<file path="src/assert_macros.svh">
// assertion macros used by the axis rtl file
`ifndef ASSERT_MACROS_SVH
`define ASSERT_MACROS_SVH

// property over time, checked on the rising clock, off during reset
`define ASSERT_SEQ(lbl, clk_i, rstn_i, prop) \
lbl: assert property (@(posedge clk_i) disable iff (!rstn_i) (prop)) \
	else $error("temporal check failed");

// condition that must never be true at a clock edge
`define ASSERT_NEVER(lbl, clk_i, rstn_i, cond) \
lbl: assert property (@(posedge clk_i) disable iff (!rstn_i) !(cond)) \
	else $error("forbidden condition seen");

`endif

</file>
<file path="src/tpm_pkg.sv">
// shared types and constants of the tilt to pointer motion block
`timescale 1ns / 1ps

package tpm_pkg;

	localparam int SAMPLE_W = 16;
	localparam int LEVEL_W  = 15;
	localparam int SPEED_W  = 5;
	localparam int TICK_W   = 8;
	localparam int STEP_W   = 8;
	localparam int GAIN_W   = 3;
	localparam int CFG_IDX_W  = 3;
	localparam int CFG_DATA_W = 15;

	// register indexes of the configuration port
	localparam logic [CFG_IDX_W-1:0] REG_DEADZONE    = 3'd0;
	localparam logic [CFG_IDX_W-1:0] REG_SMALL_TILT  = 3'd1;
	localparam logic [CFG_IDX_W-1:0] REG_LARGE_TILT  = 3'd2;
	localparam logic [CFG_IDX_W-1:0] REG_SLOW_SPEED  = 3'd3;
	localparam logic [CFG_IDX_W-1:0] REG_FAST_SPEED  = 3'd4;
	localparam logic [CFG_IDX_W-1:0] REG_LEVEL_TWO   = 3'd5;
	localparam logic [CFG_IDX_W-1:0] REG_LEVEL_THREE = 3'd6;
	localparam logic [CFG_IDX_W-1:0] REG_LEVEL_FOUR  = 3'd7;

	// reset values of the registers
	localparam logic [LEVEL_W-1:0] DEADZONE_RST    = 15'd800;
	localparam logic [LEVEL_W-1:0] SMALL_TILT_RST  = 15'd3000;
	localparam logic [LEVEL_W-1:0] LARGE_TILT_RST  = 15'd8000;
	localparam logic [SPEED_W-1:0] SLOW_SPEED_RST  = 5'd3;
	localparam logic [SPEED_W-1:0] FAST_SPEED_RST  = 5'd8;
	localparam logic [TICK_W-1:0]  LEVEL_TWO_RST   = 8'd5;
	localparam logic [TICK_W-1:0]  LEVEL_THREE_RST = 8'd15;
	localparam logic [TICK_W-1:0]  LEVEL_FOUR_RST  = 8'd30;

	// gain codes
	localparam logic [GAIN_W-1:0] GAIN_ONE   = 3'd1;
	localparam logic [GAIN_W-1:0] GAIN_TWO   = 3'd2;
	localparam logic [GAIN_W-1:0] GAIN_FOUR  = 3'd4;
	localparam logic [GAIN_W-1:0] GAIN_SIX   = 3'd6;

	localparam logic [TICK_W-1:0] TICK_MAX = '1;
	localparam logic [STEP_W-1:0] STEP_MAX = 8'd127;

	typedef struct packed {
		logic [LEVEL_W-1:0] deadzone;
		logic [LEVEL_W-1:0] small_tilt;
		logic [LEVEL_W-1:0] large_tilt;
		logic [SPEED_W-1:0] slow_speed;
		logic [SPEED_W-1:0] fast_speed;
		logic [TICK_W-1:0]  level_two;
		logic [TICK_W-1:0]  level_three;
		logic [TICK_W-1:0]  level_four;
	} cfg_t;

endpackage

</file>
<file path="src/tpm_axis.sv">
// one axis: deadzone, band sort, tilt tick counter, gain and saturated step
`timescale 1ns / 1ps
`include "assert_macros.svh"

module tpm_axis import tpm_pkg::*; (
	input  logic                       clk,
	input  logic                       arst_n,
	input  cfg_t                       cfg,
	input  logic                       flip,
	input  logic                       upd,
	input  logic signed [SAMPLE_W-1:0] sample,
	output logic signed [STEP_W-1:0]   step,
	output logic        [GAIN_W-1:0]   gain
);

	logic [TICK_W-1:0] cnt_q;
	logic [TICK_W-1:0] cnt_next;
	logic signed [SAMPLE_W:0] vs, dz_s, sm_s, lg_s;
	logic dead, tilted, neg;
	logic [SPEED_W-1:0] speed;
	logic [STEP_W-1:0] prod, mag;

	assign vs   = {sample[SAMPLE_W-1], sample};
	assign dz_s = $signed({2'b00, cfg.deadzone});
	assign sm_s = $signed({2'b00, cfg.small_tilt});
	assign lg_s = $signed({2'b00, cfg.large_tilt});

	// inside the deadzone the sample reads as zero, which sits in no band
	assign dead = (vs > -dz_s) && (vs < dz_s);

	always_comb begin
		tilted = 1'b1;
		neg    = 1'b0;
		speed  = '0;
		priority if (dead) begin
			tilted = 1'b0;
		end else if (vs < -lg_s) begin
			neg   = 1'b1;
			speed = cfg.fast_speed;
		end else if (vs < -sm_s) begin
			neg   = 1'b1;
			speed = cfg.slow_speed;
		end else if (vs > lg_s) begin
			speed = cfg.fast_speed;
		end else if (vs > sm_s) begin
			speed = cfg.slow_speed;
		end else begin
			tilted = 1'b0;
		end
	end

	always_comb begin
		if (!tilted)
			cnt_next = '0;
		else if (cnt_q == TICK_MAX)
			cnt_next = TICK_MAX;
		else
			cnt_next = cnt_q + 1'b1;
	end

	always_comb begin
		priority if (!tilted)
			gain = GAIN_ONE;
		else if (cnt_next < cfg.level_two)
			gain = GAIN_ONE;
		else if (cnt_next < cfg.level_three)
			gain = GAIN_TWO;
		else if (cnt_next < cfg.level_four)
			gain = GAIN_FOUR;
		else
			gain = GAIN_SIX;
	end

	assign prod = STEP_W'(speed) * STEP_W'(gain);
	assign mag  = (prod > STEP_MAX) ? STEP_MAX : prod;
	assign step = (neg ^ flip) ? -$signed(mag) : $signed(mag);

	always_ff @(posedge clk or negedge arst_n) begin
		if (!arst_n) begin
			cnt_q <= '0;
		end else if (upd) begin
			cnt_q <= cnt_next;
		end
	end

	`ASSERT_SEQ(a_cnt_clear, clk, arst_n, upd && !tilted |=> cnt_q == '0)
	`ASSERT_SEQ(a_cnt_sat, clk, arst_n, upd && tilted && cnt_q == TICK_MAX |=> cnt_q == TICK_MAX)
	`ASSERT_SEQ(a_cnt_hold, clk, arst_n, !upd |=> cnt_q == $past(cnt_q))
	`ASSERT_NEVER(a_idle_step, clk, arst_n, upd && !tilted && step != '0)

endmodule

</file>
<file path="src/tilt_to_pointer_motion_core.sv">
// top level: configuration registers, input stage, two axes and result register
`timescale 1ns / 1ps
//
// Turns one X/Y tilt sample pair per transfer into a pointer step.
// Input channel: tilt_x, tilt_y with in_valid / in_stall; a transfer happens
// at a rising edge with in_valid high and in_stall low.
// Output channel: move_x, move_y, gain_x, gain_y, moved with out_valid /
// out_stall, same rule.
// A sample taken at an edge is registered in the input stage, worked out by the
// axes and written to the result register when stage one advances.
// Throughput: one sample pair per cycle while out_stall is low; the per-axis
// tick counters update as stage one advances, so samples follow with no gap.
// A stall on the output holds the result register; the input stage keeps
// taking one more sample, then in_stall rises until the result is taken.
// Configuration: cfg_we with cfg_index and cfg_wdata writes one register at
// an edge; write only while no sample is in flight.
// Reset: arst_n clears both stages, the tick counters and loads the default
// register values; the block takes samples from the first edge after reset.
//
module tilt_to_pointer_motion_core import tpm_pkg::*; (
	input  logic                        clk,
	input  logic                        arst_n,
	input  logic                        cfg_we,
	input  logic [CFG_IDX_W-1:0]        cfg_index,
	input  logic [CFG_DATA_W-1:0]       cfg_wdata,
	input  logic                        in_valid,
	output logic                        in_stall,
	input  logic signed [SAMPLE_W-1:0]  tilt_x,
	input  logic signed [SAMPLE_W-1:0]  tilt_y,
	output logic                        out_valid,
	input  logic                        out_stall,
	output logic signed [STEP_W-1:0]    move_x,
	output logic signed [STEP_W-1:0]    move_y,
	output logic [GAIN_W-1:0]           gain_x,
	output logic [GAIN_W-1:0]           gain_y,
	output logic                        moved
);

	cfg_t cfg_q;
	logic valid_s1;
	logic signed [SAMPLE_W-1:0] tilt_x_s1, tilt_y_s1;
	logic out_valid_q;
	logic signed [STEP_W-1:0] move_x_q, move_y_q;
	logic [GAIN_W-1:0] gain_x_q, gain_y_q;
	logic moved_q;
	logic adv;
	logic signed [STEP_W-1:0] step_x, step_y;
	logic [GAIN_W-1:0] gx, gy;

	always_ff @(posedge clk or negedge arst_n) begin
		if (!arst_n) begin
			cfg_q.deadzone    <= DEADZONE_RST;
			cfg_q.small_tilt  <= SMALL_TILT_RST;
			cfg_q.large_tilt  <= LARGE_TILT_RST;
			cfg_q.slow_speed  <= SLOW_SPEED_RST;
			cfg_q.fast_speed  <= FAST_SPEED_RST;
			cfg_q.level_two   <= LEVEL_TWO_RST;
			cfg_q.level_three <= LEVEL_THREE_RST;
			cfg_q.level_four  <= LEVEL_FOUR_RST;
		end else if (cfg_we) begin
			unique case (cfg_index)
				REG_DEADZONE:    cfg_q.deadzone    <= cfg_wdata;
				REG_SMALL_TILT:  cfg_q.small_tilt  <= cfg_wdata;
				REG_LARGE_TILT:  cfg_q.large_tilt  <= cfg_wdata;
				REG_SLOW_SPEED:  cfg_q.slow_speed  <= cfg_wdata[SPEED_W-1:0];
				REG_FAST_SPEED:  cfg_q.fast_speed  <= cfg_wdata[SPEED_W-1:0];
				REG_LEVEL_TWO:   cfg_q.level_two   <= cfg_wdata[TICK_W-1:0];
				REG_LEVEL_THREE: cfg_q.level_three <= cfg_wdata[TICK_W-1:0];
				REG_LEVEL_FOUR:  cfg_q.level_four  <= cfg_wdata[TICK_W-1:0];
				default: ;
			endcase
		end
	end

	// stage one moves on whenever the result register is free or being drained
	assign adv      = valid_s1 && (!out_valid_q || !out_stall);
	assign in_stall = valid_s1 && out_valid_q && out_stall;

	always_ff @(posedge clk or negedge arst_n) begin
		if (!arst_n) begin
			valid_s1 <= 1'b0;
		end else if (in_valid && !in_stall) begin
			valid_s1 <= 1'b1;
		end else if (adv) begin
			valid_s1 <= 1'b0;
		end
	end

	always_ff @(posedge clk) begin
		if (in_valid && !in_stall) begin
			tilt_x_s1 <= tilt_x;
			tilt_y_s1 <= tilt_y;
		end
	end

	tpm_axis u_axis_x (
		.clk    (clk),
		.arst_n (arst_n),
		.cfg    (cfg_q),
		.flip   (1'b0),
		.upd    (adv),
		.sample (tilt_x_s1),
		.step   (step_x),
		.gain   (gx)
	);

	// y steps run opposite to the y tilt
	tpm_axis u_axis_y (
		.clk    (clk),
		.arst_n (arst_n),
		.cfg    (cfg_q),
		.flip   (1'b1),
		.upd    (adv),
		.sample (tilt_y_s1),
		.step   (step_y),
		.gain   (gy)
	);

	always_ff @(posedge clk or negedge arst_n) begin
		if (!arst_n) begin
			out_valid_q <= 1'b0;
		end else if (adv) begin
			out_valid_q <= 1'b1;
		end else if (!out_stall) begin
			out_valid_q <= 1'b0;
		end
	end

	always_ff @(posedge clk) begin
		if (adv) begin
			move_x_q <= step_x;
			move_y_q <= step_y;
			gain_x_q <= gx;
			gain_y_q <= gy;
			moved_q  <= (step_x != '0) || (step_y != '0);
		end
	end

	assign out_valid = out_valid_q;
	assign move_x    = move_x_q;
	assign move_y    = move_y_q;
	assign gain_x    = gain_x_q;
	assign gain_y    = gain_y_q;
	assign moved     = moved_q;

endmodule
</file>
<file path="config.mk">
export PLATFORM = sky130hd
export DESIGN_NAME = tilt_to_pointer_motion_core
export DESIGN_NICKNAME = d
export VERILOG_FILES = /design/src/tpm_pkg.sv /design/src/tpm_axis.sv /design/src/tilt_to_pointer_motion_core.sv
export VERILOG_INCLUDE_DIRS = /design/src /design/src/src
export SDC_FILE = /design/constraint.sdc
export NUM_CORES = 1
export LEC_CHECK = 0
export ABC_AREA = 1
export ABC_CLOCK_PERIOD_IN_PS = 12600
export BUFFER_PORTS_ARGS = -buffer_cell sky130_fd_sc_hd__buf_4
export CORE_MARGIN = 1.5
export CORE_UTILIZATION = 35
export CTS_BUF_LIST = sky130_fd_sc_hd__clkbuf_2 sky130_fd_sc_hd__clkbuf_4 sky130_fd_sc_hd__clkbuf_8
export DETAILED_ROUTE_END_ITERATION = 10
export GPL_TIMING_DRIVEN = 0
export PLACE_DENSITY = 0.51
export SYNTH_ARGS = -nofsm -noshare
export SYNTH_HDL_FRONTEND = slang
export SYNTH_SLANG_ARGS = --single-unit
</file>
<file path="constraint.sdc">
create_clock -name clk -period 12.6 [get_ports clk]
set_input_delay 2.52 -clock clk [delete_from_list [all_inputs] [get_ports clk]]
set_output_delay 2.52 -clock clk [all_outputs]
set_load 0.005 [all_outputs]
</file>
Yosys cells after proc, flatten, opt, wreduce, memory -nomap -nowiden --
Index checks and enable logic that the tools add are counted.
Word-level totals: flip-flop bits (word level) 152, input port bits 55
Cells by class: add/sub/neg operators 7, multipliers 2, order comparisons 20, equality and inequality tests 10, multiplexer cells 46, reductions and logical operators 23
Operator list (number):
- less-than comparator 16 x 17 -> 1 bit | 4
- greater-than comparator 16 bit | 4
- two-way mux 8 bit | 8
- negation 15 -> 17 bit | 3
- two-way mux 5 bit | 10
- less-than comparator 8 bit | 6
- greater-than comparator 16 x 17 -> 1 bit | 2
- less-than comparator 16 bit | 2
- two-way mux 1 bit | 20
- two-way mux 3 bit | 6
- adder 8 x 1 -> 8 bit (second input constant) | 2
- == test 8 bit (second input constant) | 2
- greater-than comparator 8 x 7 -> 1 bit (second input constant) | 2
- multiplier 5 x 3 -> 8 bit | 2
- negation 8 bit | 2
- AND reduction 2 bit | 8
- nonzero test 8 bit | 2
- == test 3 bit (second input constant) | 4
- == test 3 x 2 -> 1 bit (second input constant) | 2
- logical AND 1 bit | 6
- two-way mux 2 bit | 2
- == test 3 x 1 -> 1 bit (second input constant) | 1
- logical NOT 1 bit | 3
- logical NOT 3 bit | 1
- other kinds (3) | 4

Logic depth before layout (Yosys ltp) --
Gate-level depths: netlist of the first run.
depth after elaboration 19, gate-level depth with buffers 55, depth with buffers taken out 55

Modules after synthesis --
Synthesis of the first run repeated with hierarchy kept, for this count alone.
Unflattened totals: cell total of the unflattened synthesis 1958, area, all modules 14696.6 µm²
By module, submodules not included:
- tilt_to_pointer_motion_core | times used 1, cells an instance 446, area an instance 5037.3 µm², sequential area each 3714.8 µm²
- tpm_axis (u_axis_x) | times used 1, cells an instance 765, area an instance 4859.7 µm², sequential area each 200.2 µm²
- tpm_axis (u_axis_y) | times used 1, cells an instance 747, area an instance 4799.6 µm², sequential area each 200.2 µm²

Worst setup path before layout of the first run --
No wires, ideal clock.
path kind reg-to-reg, start reg cfg_q[35] in the netlist's numbering, end reg moved_q, in the netlist moved (data pin), data arrival time 7463 ps, data required time 12346 ps, path slack 4883 ps, cell stages (with the launch flop) 51, buffers on the path 0, path through dfrtp_1 > inv_1 > ha_1 > nand3_1 > nor2_1 > nand2_1 > nor3_1 > nand3_1 > nor3_1 > nand3_1 > xor2_1 > ha_1 > nand2_1 > inv_1 > o21ai_0 > nand2_1 > nor2_1 > nand4_1 > [... 15 more ...] > ha_1 > a21oi_1 > nand2_1 > nand2_1 > nand2_1 > a21oi_1 > inv_1 > nor2_1 > ha_1 > nor3b_1 > nor2_1 > xor2_1 > nor3_1 > nand2_1 > nor2_1 > nand3_1 > nor2_1 > nand2_1
RTL lines:
- start, declared | line tilt_to_pointer_motion_core.sv:39 | cfg_t cfg_q;
- branches (longest 3 deep; another with negation 15 -> 17 bit)
- two-way mux 1 bit (*) | line tpm_axis.sv:37 | end else if (vs < -lg_s) begin
- two-way mux 1 bit (*) | line tpm_axis.sv:35 | priority if (dead) begin
- two-way mux 8 bit (*) | line tpm_axis.sv:53 | if (!tilted)
- net u_axis_x.cnt_next[7] | line tpm_axis.sv:17 | logic [TICK_W-1:0] cnt_next;
- less-than comparator 8 bit | line tpm_axis.sv:66 | else if (cnt_next < cfg.level_three)
- two-way mux 3 bit | line tpm_axis.sv:66
- two-way mux 3 bit (*) | line tpm_axis.sv:64 | else if (cnt_next < cfg.level_two)
- [... 1 more ...]
- net gx[0] | line tilt_to_pointer_motion_core.sv:48 | logic [GAIN_W-1:0] gx, gy;
- multiplier 5 x 3 -> 8 bit (*) | line tpm_axis.sv:74 | assign prod = STEP_W'(speed) * STEP_W'(gain);
- greater-than comparator 8 x 7 -> 1 bit | line tpm_axis.sv:75 | assign mag = (prod > STEP_MAX) ? STEP_MAX : prod;
- two-way mux 8 bit (*) | line tpm_axis.sv:75
- negation 8 bit | line tpm_axis.sv:76 | assign step = (neg ^ flip) ? -$signed(mag) : $signed(mag);
- two-way mux 8 bit (*) | line tpm_axis.sv:76
- net step_x[4] | line tilt_to_pointer_motion_core.sv:47 | logic signed [STEP_W-1:0] step_x, step_y;
- nonzero test 8 bit (*) | line tilt_to_pointer_motion_core.sv:135 | moved_q <= (step_x != '0) || (step_y != '0);
- logical OR 1 bit (*) | line tilt_to_pointer_motion_core.sv:135
- end signal, assigned | line tilt_to_pointer_motion_core.sv:135
- end, declared | line tilt_to_pointer_motion_core.sv:45 | logic moved_q;
Mark *: on every way through the listed nets, which the timed path passes. A chain may end at the register's enable or synchronous reset.

Worst setup path after layout of the first run --
start reg cfg_q[34] in the netlist's numbering, end reg moved_q, in the netlist moved (data pin)
Same word-level chain as after synthesis.

==> reports/qor.csv, run 1 <==
metric;value;unit
Slew HR;16.59;%
initial antenna violation count;0;
Hold Path End;out_valid;
Max Slew Vio Count;0;
syn avg cell area;7.811;um^2
Clock power frac;18.7;%
CTS tree;built;
Post-CTS Resized;0;
Worst Path Class, Setup;flip-flop to flip-flop;
Total Wirelength;38550;um
starting density of the core;35.46;%
number of placement rows;71;
switch share;43.94;%
clk_lat worst skew;0.50;ns
Inserted Diodes;0;
vias in the first global route;10990;
r2r setup slk;2.73;ns
Syn Inst Count;1702;
slowest cell delay on critical path;0.72;ns
initial DRC count;574;
share of the synthesized area in the top cell type;21.55;%
MaxCap Viol Count;0;
status;finished clean;
Post-DP HPWL;30780;um
Synthesis Warnings;0;
fin crit period;9.874;ns
leading cell types in the layout, fill and taps excluded;400 x nand2_1, 242 x inv_1, 229 x ha_1;
placed insts;2292;
worst path bufs/invs;6;
Hold-fix buffers, CTS;0;
Crit Reg-Reg Endpoint;moved;
RSZ-0062 raised after global routing;no;
final std cells w/o fill;2325;
postcts setup bufs;0;
Synth area leaders;ha_1 22%, dfrtp_1 13%, edfxtp_1 12%;
DIE HEIGHT;197.9;um
CTS clock-pin slew for the worst setup and hold paths;0.09;ns
Die X;197.9;um
wire per inst;16.58;um
most common cell after layout, fill and taps aside;nand2_1;
Reg2Reg Depth;51;
hold slack;0.4669;ns
Layout area overhead;12.58;%
fin crit share;78.36;%
Post-DRT Antenna Nets;0;
Hold Path Depth;2;
RePlAce Congestion;0.8920;
Crit Reg-Reg Startpoint;cfg_q[34];
Core Box Area;0.03749;mm^2
final core occ;39.92;%
largest net degree at the start of global routing;98;
CTS HTree Levels;4;
first-pass GRT wire length;60460;um
CP required;12.85;ns
peak fanout along the critical path;6;
Worst Path Arrival;10.12;ns
Net Sw Power;0.9518;mW
power share of the sequential group;33.5;%
DRC;0;
Worst-Margin Slew;1.250;ns
Post-Syn Nets;1994;
kind of end point of the critical path;flip-flop;
fill cell count;3899;
full die area;0.03916;mm^2
Multi-input gate area;0.008143;mm^2
Boundary Pins;80;
Avg Vias per Cell;4.948;
Reg area;0.004115;mm^2
post-synth cell types;52;
internal power;1.215;mW
HP Class;flip-flop to flip-flop;
Mapped Area;0.01329;mm^2
largest area contributor in the netlist;ha_1;
f_max;101.3;MHz
Slowest cell on crit path;a311oi_1;
total power;2.166;mW
Lkg Pwr;7.659;nW
Max Root-Sink Buffers;2;
drt pass-1 iters;5;
layout cells sized above 1;11.08;%
CP startpoint kind;flip-flop;
IO Port Bufs;79;
CTS sink cnt;152;
Final nets;2093;
gr ovfl total;0;
sequential fraction of the synthesis area;30.96;%
CP most frequent cell;nand2_1;
DR vias;11500;
Finish-stage setup viols;0;
CTS buffer count;17;
skew final;0.01511;ns
crit-path leading delay family;simple AND/OR/NAND/NOR gates;
power density over the cells;144.7;mW/mm^2
FF+latch count, synth;152;
Hold Path Origin;valid_s1;
Comb pwr share;47.9;%
Root Driver;clkbuf_8;
VDD IR max;0.06827;mV
Setup TNS Final;0;ns
Hold Fails Final Rpt;0;
GRT Total Usage;20.35;%
worst min-delay path: cells and delay by family (launching register included):
| kind | cells | cell delay [ns] |
|---|---|---|
| buffers and inverters | 1 | 0.06 |
| DFF | 1 | 0.33 |
| and+or+nand+nor | 1 | 0.06 |
through the flow:
step / cell area [um^2] / worst slack (ns)
4_1_cts: 14940 / 2.797
5_1_grt: 14970 / 1.813
3_3_place_gp: 14530 / 2.905
6_report: 14970 / 2.726
3_5_place_dp: 14530 / 2.860
2_1_floorplan: 13290 / 4.883
cell families (layout without fill, tap and decap cells):
kind of cell	count (synthesis)	count (layout)	share of synthesized area [%]
mux	2	2	0.1694
compound gates	292	292	12.17
simple gates	698	698	22.93
flops	152	152	30.96
xor+xnor	49	49	3.228
fa+ha+maj	237	237	22.76
buf+inv	272	384	7.793
worst max-delay path by stage:
stage          startpoint     to  slack [ns]  depth (start not counted)
2_1_floorplan   cfg_q[35]  moved        4.88                         50
3_3_place_gp    cfg_q[35]  moved        2.91                         49
3_5_place_dp    cfg_q[35]  moved        2.86                         51
4_1_cts         cfg_q[35]  moved        2.80                         51
5_1_grt         cfg_q[34]  moved        1.81                         49
6_report        cfg_q[34]  moved        2.73                         51
flip-flops by register name (all words and copies together), names as in the netlist, 3 cells and up:
name,count
cfg_q,79
gain_x,3
gain_y,3
move_x,8
move_y,8
tilt_x_s1,16
tilt_y_s1,16
u_axis_x.cnt_q,8
u_axis_y.cnt_q,8
power groups by stage:
stage	sequential (mW)	clock, mW	combinational [mW]
floorplan	0.700	0	0.760
global placement	0.735	0	1.01
detailed placement	0.737	0	1.03
CTS	0.727	0.419	1.04
global route	0.737	0.437	1.20
finish	0.725	0.405	1.04
synthesized netlist by cell type, drive strengths merged:
cell type	n
nand2	411
inv	255
ha	229
o21ai	137
nor2	129
a21oi	105
nand3	84
dfrtp	68
edfxtp	55
xor2	44
nor3	34
dfstp	29
nand4	25
clkbuf	15
o211ai	12
fa	8
a211oi	7
a31oi	5
xnor2	5
o22ai	4
o31ai	4
or2	4
a311oi	3
and3	3
nor4	3
o21bai	3
o221ai	3
buf	2
mux2	2
nand3b	2
nor3b	2
o211a	2
o21a	2
a21boi	1
a21o	1
a31o	1
and2	1
o2111ai	1
o31a	1
layer usage:
| layer | vias to the layer above | wire (um) | global-route usage, % |
|---|---|---|---|
| met5 | - | 0 | 0 |
| met4 | 0 | 950 | 6.814 |
| met3 | 42 | 1190 | 2.265 |
| met2 | 218 | 17360 | 33.01 |
| met1 | 5339 | 19060 | 28.11 |
| li1 | 5904 | - | - |
area by class of cell:
class	count	area share [%]
well taps	511	4.272
multi-input cells	1278	54.41
clock inverters	9	0.6771
clock buffers	23	2.073
flip-flops and latches	152	27.50
inverters	255	6.395
repair buffers	80	4.146
plain buffers	17	0.5350
Power figures use the tool's default switching activity.
==> inputs of run 2 (changes only) <==
--- a/config.mk
+++ b/config.mk
@@ -7,14 +7,14 @@
 export NUM_CORES = 1
 export LEC_CHECK = 0
 export ABC_AREA = 1
-export ABC_CLOCK_PERIOD_IN_PS = 12600
+export ABC_CLOCK_PERIOD_IN_PS = 8300
 export BUFFER_PORTS_ARGS = -buffer_cell sky130_fd_sc_hd__buf_4
 export CORE_MARGIN = 1.5
 export CORE_UTILIZATION = 35
 export CTS_BUF_LIST = sky130_fd_sc_hd__clkbuf_2 sky130_fd_sc_hd__clkbuf_4 sky130_fd_sc_hd__clkbuf_8
 export DETAILED_ROUTE_END_ITERATION = 10
 export GPL_TIMING_DRIVEN = 0
-export PLACE_DENSITY = 0.51
+export PLACE_DENSITY = 0.53
 export SYNTH_ARGS = -nofsm -noshare
 export SYNTH_HDL_FRONTEND = slang
 export SYNTH_SLANG_ARGS = --single-unit
==> constraint.sdc (replaced) <==
create_clock -name clk -period 8.3 [get_ports clk]
set_input_delay 1.66 -clock clk [delete_from_list [all_inputs] [get_ports clk]]
set_output_delay 1.66 -clock clk [all_outputs]
set_load 0.005 [all_outputs]
==> run 2 against run 1 <==
Against the previous run:
- cell area increased by 5.6%
- core utilization increased by 2.2 points
- sequential share of layout area decreased by 1.4 points
- global-route usage increased by 0.32 points
- critical path depth decreased by 2
- largest power group unchanged
==> reports/qor.csv, run 2 (synthesized netlist as in run 1, its figures left out) <==
metric;value;unit;change
CTS sink cnt;152;;unchanged
most common cell after layout, fill and taps aside;nand2_1;;unchanged
f_max;127.8;MHz;was 101.3 MHz
initial antenna violation count;0;;unchanged
Hold-fix buffers, CTS;0;;unchanged
power density over the cells;220.4;mW/mm^2;was 144.7 mW/mm^2
status;finished clean;;unchanged
Inserted Diodes;0;;unchanged
leading cell types in the layout, fill and taps excluded;389 x nand2_1, 229 x inv_1, 222 x ha_1;;was 400 x nand2_1, 242 x inv_1, 229 x ha_1
Worst-Margin Slew;1.239;ns;was 1.250 ns
vias in the first global route;11180;;was 10.99k
Die X;197.9;um;unchanged
Hold Path Depth;2;;unchanged
worst path bufs/invs;5;;was 6
Largest register FFs;79;;unchanged
Worst Path Class, Setup;flip-flop to flip-flop;;unchanged
Max Root-Sink Buffers;2;;unchanged
MaxCap Viol Count;0;;unchanged
Max Slew Vio Count;0;;unchanged
drt pass-1 iters;5;;unchanged
DRC;0;;unchanged
r2r setup slk;0.48;ns;was 2.73 ns
Slowest cell on crit path;fa_1;;was a311oi_1
CTS HTree Levels;4;;unchanged
Lkg Pwr;7.887;nW;was 7.659 nW
Post-DRT Antenna Nets;0;;unchanged
Worst Path Arrival;8.08;ns;was 10.12 ns
fill cell count;3886;;was 3899
Final nets;2130;;was 2093
Boundary Pins;80;;unchanged
Core Box Area;0.03749;mm^2;unchanged
CTS tree;built;;unchanged
Slew HR;17.28;%;was 16.59%
slowest cell delay on critical path;0.48;ns;was 0.72 ns
Root Driver;clkbuf_8;;unchanged
fin crit period;7.822;ns;was 9.874 ns
first-pass GRT wire length;61430;um;was 60460 um
Hold Path Origin;valid_s1;;unchanged
Setup TNS Final;0;ns;unchanged
HP Class;flip-flop to flip-flop;;unchanged
crit-path leading delay family;simple AND/OR/NAND/NOR gates;;unchanged
wire per inst;16.54;um;was 16.58 um
Post-DP HPWL;30950;um;was 30780 um
kind of end point of the critical path;flip-flop;;unchanged
Layout area overhead;18.84;%;was 12.58%
largest net degree at the start of global routing;98;;unchanged
CP required;8.56;ns;was 12.85 ns
total power;3.483;mW;was 2.166 mW
skew final;0.02004;ns;was 0.01511 ns
DIE HEIGHT;197.9;um;unchanged
CP startpoint kind;flip-flop;;unchanged
IO Port Bufs;79;;unchanged
DR vias;11700;;was 11.50k
GRT Total Usage;20.66;%;was 20.35%
starting density of the core;35.46;%;unchanged
initial DRC count;618;;was 574
CTS clock-pin slew for the worst setup and hold paths;0.11;ns;was 0.09 ns
Reg2Reg Depth;49;;was 51
fin crit share;94.24;%;was 78.36%
CP most frequent cell;nand2_1;;unchanged
largest registers;cfg_q x79, tilt_x_s1 x16, tilt_y_s1 x16;;unchanged
clk_lat worst skew;0.51;ns;was 0.50 ns
layout cells sized above 1;17.56;%;was 11.08%
number of placement rows;71;;unchanged
Hold Fails Final Rpt;0;;unchanged
RePlAce Congestion;0.8942;;was 0.8920
Largest Register;cfg_q;;unchanged
full die area;0.03916;mm^2;unchanged
Total Wirelength;39070;um;was 38550 um
peak fanout along the critical path;6;;unchanged
gr ovfl total;0;;unchanged
Crit Reg-Reg Startpoint;cfg_q[35];;was cfg_q[34]
Crit Reg-Reg Endpoint;moved;;unchanged
CTS buffer count;17;;unchanged
Avg Vias per Cell;4.953;;was 4.948
Finish-stage setup viols;0;;unchanged
VDD IR max;0.1179;mV;was 0.06827 mV
Hold Path End;out_valid;;unchanged
run 2: worst max-delay path by stage:
stage               from  endpoint  depth (start not counted)  slack, ns
4_1_cts        cfg_q[35]     moved                         50      0.006
3_5_place_dp   cfg_q[35]     moved                         51      -1.66
6_report       cfg_q[35]     moved                         49       0.48
2_1_floorplan  cfg_q[35]     moved                         50       0.58
3_3_place_gp   cfg_q[35]     moved                         49      -1.57
5_1_grt        cfg_q[35]     moved                         55      -0.05
run 2: area by class of cell:
type | instances | area [um^2] | area share [%]
repair buffers | 117 | 882.1 | 5.583
plain buffers | 17 | 80.08 | 0.5069
clock inverters | 15 | 201.4 | 1.275
flip-flops and latches | 152 | 4119 | 26.07
inverters | 255 | 962.2 | 6.090
well taps | 511 | 639.4 | 4.047
multi-input cells | 1278 | 8681 | 54.95
clock buffers | 17 | 234.0 | 1.481
run 2: power breakdown:
group          leakage, nW  switching, mW  internal, mW  total (mW)
clock network        0.221          0.367         0.287       0.654
logic                 5.98           1.05         0.667        1.72
registers             1.68          0.149         0.960        1.11
total                 7.89           1.57          1.91        3.48
run 2: timing repair:
| action | 4_1_cts | 5_1_grt |
|---|---|---|
| gates resized for setup | 64 | 60 |
| pin swaps | 23 | 49 |
| gates cloned | 0 | 0 |
| buffers inserted | 18 | 21 |
| hold endpoints to repair | 0 | 0 |
| endpoints found under the setup margin | 16 | 1 |
run 2: metrics by stage:
stage               worst slack (ns)  hold slack, ns  util, %  instance area, um^2  instances
finish                        0.4781          0.4565    42.14                15800       2362
floorplan                     0.5833          0.4331        -                13290       1702
detailed placement            -1.657          0.4556    38.75                14530       2292
CTS                         0.005937          0.4627    41.10                15410       2342
global placement              -1.568          0.4546    38.75                14530       2292
global route                -0.05034          0.4853    42.14                15800       2362
run 2: worst register-to-register path: cells and delay by family (launching register included):
| family | cells | cell delay (ns) |
|---|---|---|
| adders and majority gates | 6 | 1.69 |
| buffers and inverters | 5 | 0.38 |
| DFF | 1 | 0.46 |
| xor gates and xnor gates | 2 | 0.35 |
| and+or+nand+nor | 32 | 3.88 |
| AOI/OAI and AO/OA | 4 | 0.81 |
run 2: per-layer routing:
metal,track usage [%],up-vias,wire length [um]
li1,-,5977,-
met1,29.34,5416,18970
met2,32.79,259,17350
met3,2.640,46,1801
met4,5.881,0,937
met5,0,-,0
==> inputs of run 3 (changes only) <==
--- a/config.mk
+++ b/config.mk
@@ -9,12 +9,15 @@
 export ABC_AREA = 1
 export ABC_CLOCK_PERIOD_IN_PS = 8300
 export BUFFER_PORTS_ARGS = -buffer_cell sky130_fd_sc_hd__buf_4
+export CELL_PAD_IN_SITES_DETAIL_PLACEMENT = 1
+export CELL_PAD_IN_SITES_GLOBAL_PLACEMENT = 1
+export CORE_ASPECT_RATIO = 1.4
 export CORE_MARGIN = 1.5
 export CORE_UTILIZATION = 35
 export CTS_BUF_LIST = sky130_fd_sc_hd__clkbuf_2 sky130_fd_sc_hd__clkbuf_4 sky130_fd_sc_hd__clkbuf_8
 export DETAILED_ROUTE_END_ITERATION = 10
 export GPL_TIMING_DRIVEN = 0
-export PLACE_DENSITY = 0.53
+export PLACE_DENSITY = 0.66
 export SYNTH_ARGS = -nofsm -noshare
 export SYNTH_HDL_FRONTEND = slang
 export SYNTH_SLANG_ARGS = --single-unit
==> run 3 against run 2 <==
Against the previous run:
- register-to-register slack lost 0.08 ns
- cell count shrank 1.2%
- combinational power grew 6%
- worst hold slack gained 0.013 ns
- sequential power is essentially flat
- largest cell class unchanged
- highest routed layer unchanged
==> reports/qor.csv, run 3 (synthesized netlist as in run 1, its figures left out) <==
metric;value;unit;change
status;finished clean;;unchanged
Net Sw Power;1.565;mW;was 1.569 mW
IO Port Bufs;79;;unchanged
internal power;1.902;mW;was 1.914 mW
Finish-stage setup viols;0;;unchanged
gr ovfl total;0;;unchanged
Slew HR;19.56;%;was 17.28%
first-pass GRT wire length;67620;um;was 61430 um
Lkg Pwr;7.927;nW;was 7.887 nW
Layout area overhead;19.80;%;was 18.84%
Largest Register;cfg_q;;unchanged
Max Slew Vio Count;0;;unchanged
drt pass-1 iters;4;;was 5
starting density of the core;35.43;%;was 35.46%
final std cells w/o fill;2333;;was 2362
Total Wirelength;43660;um;was 39070 um
f_max;126.5;MHz;was 127.8 MHz
final core occ;42.45;%;was 42.14%
Slowest cell on crit path;fa_1;;unchanged
CP required;8.56;ns;about the same
initial antenna violation count;0;;unchanged
VDD IR max;0.08697;mV;was 0.1179 mV
clk_lat worst skew;0.51;ns;about the same
Die X;167.7;um;was 197.9 um
Final nets;2140;;was 2130
slowest cell delay on critical path;0.51;ns;was 0.48 ns
Root Driver;clkbuf_8;;unchanged
Hold-fix buffers, CTS;0;;unchanged
Worst Path Class, Setup;flip-flop to flip-flop;;unchanged
total power;3.467;mW;was 3.483 mW
Setup TNS Final;0;ns;unchanged
largest registers;cfg_q x79, tilt_x_s1 x16, tilt_y_s1 x16;;unchanged
Core Box Area;0.03752;mm^2;was 0.03749 mm^2
Post-Layout Inst Area;0.01593;mm^2;was 0.01580 mm^2
DR vias;12220;;was 11.70k
hold slack;0.4694;ns;was 0.4565 ns
skew final;0.01944;ns;was 0.02004 ns
initial DRC count;437;;was 618
Clock power frac;16.0;%;was 18.8%
CTS buffer count;17;;unchanged
CP startpoint kind;flip-flop;;unchanged
most common cell after layout, fill and taps aside;nand2_1;;unchanged
CTS tree;built;;unchanged
Inserted Diodes;0;;unchanged
HP Class;flip-flop to flip-flop;;unchanged
Post-DRT Antenna Nets;0;;unchanged
wire per inst;18.71;um;was 16.54 um
kind of end point of the critical path;flip-flop;;unchanged
peak fanout along the critical path;6;;unchanged
Post-DP HPWL;35380;um;was 30950 um
Worst Path Arrival;8.17;ns;was 8.08 ns
fin crit share;95.23;%;was 94.24%
layout cells sized above 1;18.55;%;was 17.56%
MaxCap Viol Count;0;;unchanged
Worst-Margin Slew;1.205;ns;was 1.239 ns
placed insts;2254;;was 2292
CTS sink cnt;152;;unchanged
GRT Total Usage;22.74;%;was 20.66%
Hold Fails Final Rpt;0;;unchanged
Max Root-Sink Buffers;2;;unchanged
DIE HEIGHT;233.6;um;was 197.9 um
power share of the sequential group;31.6;%;was 31.8%
leading cell types in the layout, fill and taps excluded;386 x nand2_1, 226 x inv_1, 215 x ha_1;;was 389 x nand2_1, 229 x inv_1, 222 x ha_1
vias in the first global route;12990;;was 11.18k
Final Worst Setup Slack;0.3958;ns;was 0.4781 ns
power density over the cells;217.7;mW/mm^2;was 220.4 mW/mm^2
Comb pwr share;52.4;%;was 49.4%
DP Worst Slack;-2.112;ns;was -1.657 ns
switch share;45.14;%;was 45.05%
Boundary Pins;80;;unchanged
CTS HTree Levels;4;;unchanged
largest net degree at the start of global routing;98;;unchanged
fin crit period;7.904;ns;was 7.822 ns
Area after DPL;0.01448;mm^2;was 0.01453 mm^2
full die area;0.03918;mm^2;was 0.03916 mm^2
DRC;0;;unchanged
Largest register FFs;79;;unchanged
RePlAce Congestion;0.8400;;was 0.8942
number of placement rows;84;;was 71
CTS clock-pin slew for the worst setup and hold paths;0.08;ns;was 0.11 ns
CP most frequent cell;nand2_1;;unchanged
Avg Vias per Cell;5.239;;was 4.953
==> run 3: cell types whose count changed in the layout (fill, tap and decap cells not counted), sizes merged <==
cell / before / now
buf: 119 / 129
bufinv: 2 / 1
clkbuf: 32 / 34
clkinv: 3 / 7
clkinvlp: 0 / 2
inv: 265 / 257
==> run 3: final timing paths <==
path	slack, ns	startpoint	cells past startpoint	endpoint
max	0.40	cfg_q[37]	50	moved
min	0.47	valid_s1	2	out_valid
max reg2reg	0.40	cfg_q[37]	50	moved
min reg2reg	0.47	valid_s1	2	out_valid
max in group asynchronous	6.62	arst_n	2	cfg_q[34]
min in group asynchronous	0.97	arst_n	1	cfg_q[63]
==> run 3: timing repair <==
action                     4_1_cts  5_1_grt
hold endpoints to repair         0        0
setup endpoints to repair       17        1
gates cloned                     0        0
gates resized for setup         91       61
setup buffers                   25       22
pin swaps                       32       57
==> run 3: final cells by class <==
type,count,area (um^2)
Sequential cell,152,4116
Clock buffer,19,249.0
Buffer,17,83.83
Fill cell,4594,21590
Clock inverter,12,102.6
Tap cell,473,591.8
Multi-Input combinational cell,1278,8835
Timing Repair Buffer,127,988.4
Inverter,255,959.7
==> run 3: metal layers <==
| layer | track usage, % | up-vias | wire length, um |
|---|---|---|---|
| li1 | - | 5997 | - |
| met1 | 23.02 | 5965 | 16590 |
| met2 | 44.83 | 178 | 23810 |
| met3 | 2.304 | 82 | 929 |
| met4 | 13.18 | 0 | 2326 |
| met5 | 0 | - | 0 |
==> run 3: power groups by stage <==
| stage | clock network, mW | logic (mW) | registers (mW) |
|---|---|---|---|
| final | 0.554 | 1.82 | 1.10 |
| after global routing | 0.596 | 2.08 | 1.12 |
| after CTS | 0.575 | 1.76 | 1.09 |
| after detailed placement | 0 | 1.64 | 1.10 |
| after global placement | 0 | 1.57 | 1.10 |
| after floorplan | 0 | 1.15 | 1.06 |
==> run 3: worst max-delay path, delay by kind of cell, from the launching register on <==
kind            cells  cell delay [ns]
simple gates       32             3.71
fa+ha+maj           5             1.48
compound gates      4             0.90
buf+inv             7             0.78
flops               1             0.45
xor+xnor            2             0.37
